`config.mk`:
```
export PLATFORM = sky130hd
export DESIGN_NAME = arpc_cell
export DESIGN_NICKNAME = d
export VERILOG_FILES = /design/src/rtl/arpc_pkg.sv /design/src/rtl/arpc_cell.sv
export SDC_FILE = /design/constraint.sdc
export NUM_CORES = 1
export LEC_CHECK = 0
export ABC_AREA = 1
export ABC_CLOCK_PERIOD_IN_PS = 8100
export BUFFER_PORTS_ARGS = -buffer_cell sky130_fd_sc_hd__buf_2
export CAP_MARGIN = 5
export CELL_PAD_IN_SITES_DETAIL_PLACEMENT = 1
export CELL_PAD_IN_SITES_GLOBAL_PLACEMENT = 1
export CORE_ASPECT_RATIO = 0.5
export CORE_UTILIZATION = 31
export CTS_CLUSTER_SIZE = 10
export DETAILED_ROUTE_END_ITERATION = 10
export GPL_ROUTABILITY_DRIVEN = 0
export GPL_TIMING_DRIVEN = 0
export PLACE_DENSITY = 0.85
export SYNTH_ARGS = -nofsm -noshare
export SYNTH_HDL_FRONTEND = slang
export SYNTH_SLANG_ARGS = --single-unit
```
`constraint.sdc`:
```
create_clock -name clk -period 8.1 [get_ports clk]
set_clock_uncertainty 0.15 [all_clocks]
set_input_delay 0.405 -clock clk [delete_from_list [all_inputs] [get_ports clk]]
set_output_delay 0.405 -clock clk [all_outputs]
set_load 0.02 [all_outputs]
```
`src/rtl/arpc_pkg.sv`:
```
package arpc_pkg;

  // Field widths
  localparam int IP_W    = 32;
  localparam int MAC_W   = 48;
  localparam int STAMP_W = 32;

  // Default table depth
  localparam int DEF_ENTRIES = 16;

  // Operation codes on in_func
  localparam logic FUNC_ADD    = 1'b0;
  localparam logic FUNC_LOOKUP = 1'b1;

endpackage

```
`src/rtl/arpc_cell.sv`:
```
// One table slot plus one stage of the search chain. The search record
// passes through every cell, one cell per cycle, and each cell folds its
// own slot into the running match, empty-slot and oldest-slot picks.
module arpc_cell #(
  parameter int ENTRIES = arpc_pkg::DEF_ENTRIES,
  parameter int IDX     = 0,
  localparam int IDX_W  = $clog2(ENTRIES)
) (
  input  logic clk,
  input  logic rst_n,
  input  logic [1 + 1 + arpc_pkg::IP_W + arpc_pkg::MAC_W + 1 + IDX_W + arpc_pkg::MAC_W
                + 1 + IDX_W + IDX_W + arpc_pkg::STAMP_W - 1:0] scan_i,
  output logic [1 + 1 + arpc_pkg::IP_W + arpc_pkg::MAC_W + 1 + IDX_W + arpc_pkg::MAC_W
                + 1 + IDX_W + IDX_W + arpc_pkg::STAMP_W - 1:0] scan_o,
  input  logic [1 + 1 + IDX_W + arpc_pkg::IP_W + arpc_pkg::MAC_W
                + arpc_pkg::STAMP_W - 1:0] wr_i
);

  // Search record carried along the chain
  typedef struct packed {
    logic                          vld;
    logic                          func;
    logic [arpc_pkg::IP_W-1:0]     ip;
    logic [arpc_pkg::MAC_W-1:0]    mac;
    logic                          hit;
    logic [IDX_W-1:0]              hit_idx;
    logic [arpc_pkg::MAC_W-1:0]    hit_mac;
    logic                          emp;
    logic [IDX_W-1:0]              emp_idx;
    logic [IDX_W-1:0]              best_idx;
    logic [arpc_pkg::STAMP_W-1:0]  best_stamp;
  } scan_t;

  // Write-back broadcast
  typedef struct packed {
    logic                          en;
    logic                          fresh;
    logic [IDX_W-1:0]              idx;
    logic [arpc_pkg::IP_W-1:0]     ip;
    logic [arpc_pkg::MAC_W-1:0]    mac;
    logic [arpc_pkg::STAMP_W-1:0]  stamp;
  } wr_t;

  localparam logic [IDX_W-1:0] MY_IDX = IDX_W'(IDX);

  scan_t                         scan_in;
  scan_t                         scan_nxt;
  scan_t                         scan_r;
  wr_t                           wr;
  logic                          valid_r;
  logic [arpc_pkg::IP_W-1:0]     ip_r;
  logic [arpc_pkg::MAC_W-1:0]    mac_r;
  logic [arpc_pkg::STAMP_W-1:0]  stamp_r;
  logic                          wr_me;

  assign scan_in = scan_i;
  assign wr      = wr_i;
  assign scan_o  = scan_r;
  assign wr_me   = wr.en && (wr.idx == MY_IDX);

  // Fold this slot into the record
  always_comb begin
    scan_nxt = scan_in;
    if (!scan_in.hit && valid_r && (ip_r == scan_in.ip)) begin
      scan_nxt.hit     = 1'b1;
      scan_nxt.hit_idx = MY_IDX;
      scan_nxt.hit_mac = mac_r;
    end
    if (!scan_in.emp && !valid_r) begin
      scan_nxt.emp     = 1'b1;
      scan_nxt.emp_idx = MY_IDX;
    end
    // strict compare keeps the lowest index on ties
    if (stamp_r < scan_in.best_stamp) begin
      scan_nxt.best_idx   = MY_IDX;
      scan_nxt.best_stamp = stamp_r;
    end
  end

  // Stage register
  always_ff @(posedge clk) begin
    if (!rst_n) begin
      scan_r <= '0;
    end else begin
      scan_r <= scan_nxt;
    end
  end

  // Slot valid bit
  always_ff @(posedge clk) begin
    if (!rst_n) begin
      valid_r <= 1'b0;
    end else if (wr_me && wr.fresh) begin
      valid_r <= 1'b1;
    end
  end

  // Slot contents; IP and MAC only read while valid, the stamp always compared
  always_ff @(posedge clk) begin
    if (wr_me) begin
      mac_r   <= wr.mac;
      stamp_r <= wr.stamp;
      if (wr.fresh) begin
        ip_r <= wr.ip;
      end
    end
  end

endmodule

```
**After elaboration in Yosys (flattened, before gate mapping)**

Index checks and enable logic that the tools add are counted.
W data, S select, Z words.

- Magnitude comparators: 1
- Equality and inequality tests: 1
- Mux-type cells: 3
- Bitwise logic cells: 1
- Reduce and logical (&&, ||, !) cells: 13

Operators with widths:

| kind | number |
|---|---|
| $mux W53 | 1 |
| $eq A32 B32 Y1 | 1 |
| $lt A32 B32 Y1 | 1 |
| $mux W32 | 1 |
| $reduce_or A2 Y1 | 3 |
| $logic_and A1 B1 Y1 | 5 |
| $mux W5 | 1 |
| $logic_not A4 Y1 | 1 |
| $logic_not A1 Y1 | 3 |
| $reduce_and A2 Y1 | 1 |
| $not A1 Y1 | 1 |

- Bits in registers: 289
- Bits of input ports: 296
- Output and inout bits: 176
- Logic and storage cells: 34

**Longest topological paths before layout**

- Depth after elaboration: 4
- Gate-level depth with buffers: 16
- Depth with buffers taken out: 14

**Least setup slack after synthesis**

No wires, ideal clock.

- Path kind: input to register
- Start point: in wr_i[113] (netlist bit)
- End point: reg ip_r[0] (netlist bit) (enable)
- Setup time: 388 ps
- Data arrival time: 7,282 ps
- Data required time: 7,562 ps
- Setup slack: 280 ps
- Stages: 3
- Path buffers: 0
- Cells stage by stage: nor3_1 > nand2_1 > inv_1

- Word-level cells in the longest chain between the ends: 3

Ends and longest elaborated chain:

| what | RTL line | RTL |
|---|---|---|
| start: declaration | arpc_cell.sv:16 | `+ arpc_pkg::STAMP_W - 1:0] wr_i` |
| $logic_not A4 Y1 | arpc_cell.sv:59 | `assign wr_me = wr.en && (wr.idx == MY_IDX);` |
| $logic_and A1 B1 Y1 | arpc_cell.sv:59 |  |
| $reduce_and A2 Y1 (no line) | - |  |
| end signal: assignment | arpc_cell.sv:104 | `ip_r <= wr.ip;` |
| end: declaration | arpc_cell.sv:51 | `logic [arpc_pkg::IP_W-1:0] ip_r;` |

Every way passes these cells.
A chain may end at the register's enable or synchronous reset.

**Worst setup path in the final report**

- Start point: in scan_i[13] (netlist bit)
- End point: reg scan_r, in the netlist scan_o[11]

- Word-level cells in the longest chain between the ends: 2

Ends and longest elaborated chain:

| what | RTL line | RTL |
|---|---|---|
| start: declaration | arpc_cell.sv:12 | `+ 1 + IDX_W + IDX_W + arpc_pkg::STAMP_W - 1:0] scan_i,` |
| $lt A32 B32 Y1 | arpc_cell.sv:74 | `if (stamp_r < scan_in.best_stamp) begin` |
| $mux W32 | arpc_cell.sv:74 |  |
| end signal: assignment | arpc_cell.sv:85 | `scan_r <= scan_nxt;` |
| end: declaration | arpc_cell.sv:48 | `scan_t scan_r;` |

Every way passes these cells.

==> reports/metrics.yaml <==
clocking:
  cts_buffers: 35
  clock_latency_ns: 0.52
  clockBufferDepth: 3
  cts_setup_buffers: 0
  clk_pin_slew_ns: 0.06
  cts-resized-gates: 0
  holdBufCountCts: 268
  h-tree-depth: 2
  clkSinkCount: 289
  cts_root_buf: "clkbuf_16"
  tritoncts: "built"
sta:
  max_freq_ghz: 0.357
  rsz0062_at_grt: "no"
  period_share: 0.346
  hold_viol: 0
  worstMarginPinSlew_ns: 1.01
  setup_viol: 0
  period_needed_ns: 2.80
  slew_viol_final: 0
  slew_headroom: 0.325
drt:
  viasPerCell: 4.81
  wl_per_cell_um: 22.7
  wirelength_um: 57600
  drtPass1Iterations: 4
  num_vias: 12200
  ant_nets: 0
  drc: 0
  dr.first_iter.drc_count: 582
layout:
  design_area_um2: 18000
  final_layout_size_suffix_gt1_frac: 0.282
  layout_common_cells: "buf_2 (489), dlygate4sd3_1 (269), inv_1 (247)"
  final_common_cell: "buf_2"
  fin_util: 0.516
  area_growth_pct: 61.9
  nets: 2336
synth:
  synth_edf_count: 112
  yosys.cell_types.count: 29
  ys_ff_latch: 289
  yosys_warnings: 0
  async_reset_ff_frac: 0
  synth_nets: 1551
  synth_seq_area_share: 0.621
  avgSynthCellArea_um2: 9.09
  ys.flop_type: "dfxtp_1"
  syn-cell-area_um2: 11100
  syn_inst: 1224
setup_path:
  required_ns: 8.39
  endpoint_kind: "register"
  crit_slowest_cell: "dlygate4sd3_1"
  slowest_delay_ns: 0.53
  crit_buf_inv: 5
  cp_max_fo: 10
  r2r-start: "stamp_r[13]$_DFFE_PP_"
  r2r_slack_ns: 5.45
  reg2reg_to: "scan_o[11]$_SDFF_PN0_"
  cp-start-kind: "primary input"
  cpLargestDelayFamily: "buffers and inverters"
  reg2reg_depth: 10
  arrival_ns: 3.10
  path_cells: "dlygate4sd3_1 -> buf_2 -> inv_1 -> ha_1 -> a21oi_1 -> o21ai_0 -> a21oi_1 -> nand2_1 -> nand2_1 -> buf_2 -> buf_2 -> a21oi_1 -> nor2_1"
  critPathKind: "in -> reg"
floorplan:
  die_y_um: 136
  die_w_um: 270
  core_area_um2: 34900
  dieArea_um2: 36700
  initial_core_util: 0.319
  placementRows: 48
  io_pins: 472
grt:
  grt_max_degree: 33
  gr-usage-all-layers: 0.297
  grt_overflow_total: 0
  antenna_found_initial: 24
  grt_pass1_vias: 13900
  grt_pass1_wl_um: 81600
run:
  maxCapViolations: 0
placed_design:
  dpl.hpwl_um: 32800
  portBuffers: 470
  placed_area_um2: 14200
hold_path:
  min_from: "scan_i[67]"
  hp-class: "in -> reg"
  holdPathEnd: "scan_o[67]$_SDFF_PN0_"
  whs_path_depth: 3
pwr:
  leakage_nw: 9.34
  irDropWorstVdd_v: 0.000153
  power_density_nw_per_um2: 201
  p_total_w: 0.00363
run_status:
  status: "completed"
## synthesized netlist by cell type (2+ instances only)
cell      number  area [um2]
o21ai_0        5        25.0
inv_1        248         931
buf_2         19        95.1
nor3_1        14        70.1
edfxtp_1     112        3360
xnor2_1        3        26.3
nand3b_1       2        15.0
nand2_1      244         916
nor2_1       148         556
buf_4          2        15.0
nand3_1       90         450
buf_1          4        15.0
dfxtp_1      177        3540
xor2_1         7        61.3
a21oi_1       49         245
or2_2          7        43.8
nor2_2        22         138
ha_1          31         388
clkbuf_1      19        71.3
nand4_1       11        68.8
buf_6          2        22.5
## layout make-up
type | count | area (um2)
diodes | 29 | 72.6
plain buffers | 47 | 234
clock buffers | 62 | 1030
clock inverters | 1 | 8.76
fillers | 4181 | 16900
inverters | 249 | 935
multi-input cells | 639 | 3050
flip-flops and latches | 289 | 6910
well taps | 475 | 594
repair buffers | 748 | 5170
## sequential cells by signal (all words and copies together) (netlist names)
| signal | cells |
|---|---|
| ip_r | 32 |
| mac_r | 48 |
| scan_o | 176 |
| stamp_r | 32 |
| valid_r | 1 |
## logic make-up after synthesis
logic type | Yosys count | share of synthesized area
compound gates | 56 | 0.0255
xor+xnor | 10 | 0.00787
fa+ha+maj | 31 | 0.0349
buf+inv | 296 | 0.105
flops | 289 | 0.621
simple gates | 542 | 0.206
## stage by stage
step / TNS [ns] / setup slack (ns) / hold WS [ns] / instances
3_5_place_dp: 0 / 5.36 / 0.409 / 2177
2_1_floorplan: 0 / 0.280 / 0.314 / 1224
6_report: 0 / 5.30 / 0.0188 / 2539
4_1_cts: 0 / 5.58 / 0.000509 / 2508
5_1_grt: 0 / 5.25 / 0.0110 / 2536
3_3_place_gp: -278.90 / -3.56 / 0.344 / 2169
## worst register-to-register path: cells and delay by family, from the launching register on
| family | cells | cell delay, ns |
|---|---|---|
| compound gates | 4 | 0.72 |
| fa+ha+maj | 1 | 0.37 |
| simple gates | 3 | 0.35 |
| flops | 1 | 0.45 |
| buf+inv | 2 | 0.51 |
## where the power goes
group,switching [W],internal [W]
Sequential,0.0000230,0.00157
Combinational,0.000280,0.000222
Clock,0.000672,0.000861
## worst max path at each step
| stage | start | end | depth (start not counted) |
|---|---|---|---|
| 4_1_cts | scan_i[13] | scan_o[3]$_SDFF_PN0_ | 14 |
| 3_3_place_gp | wr_i[115] | ip_r[10]$_DFFE_PP_ | 6 |
| 2_1_floorplan | wr_i[113] | ip_r[0]$_DFFE_PP_ | 3 |
| 6_report | scan_i[13] | scan_o[11]$_SDFF_PN0_ | 13 |
| 5_1_grt | scan_i[13] | scan_o[3]$_SDFF_PN0_ | 14 |
| 3_5_place_dp | wr_i[115] | ip_r[26]$_DFFE_PP_ | 7 |
## metal layers
layer / global-route usage / vias up / share of wire
met5: 0 / - / 0
met4: 0.258 / 0 / 0.090
met3: 0.0611 / 342 / 0.054
met2: 0.555 / 625 / 0.53
met1: 0.282 / 5907 / 0.33
li1: - / 5350 / -
Power figures use the tool's default switching activity.
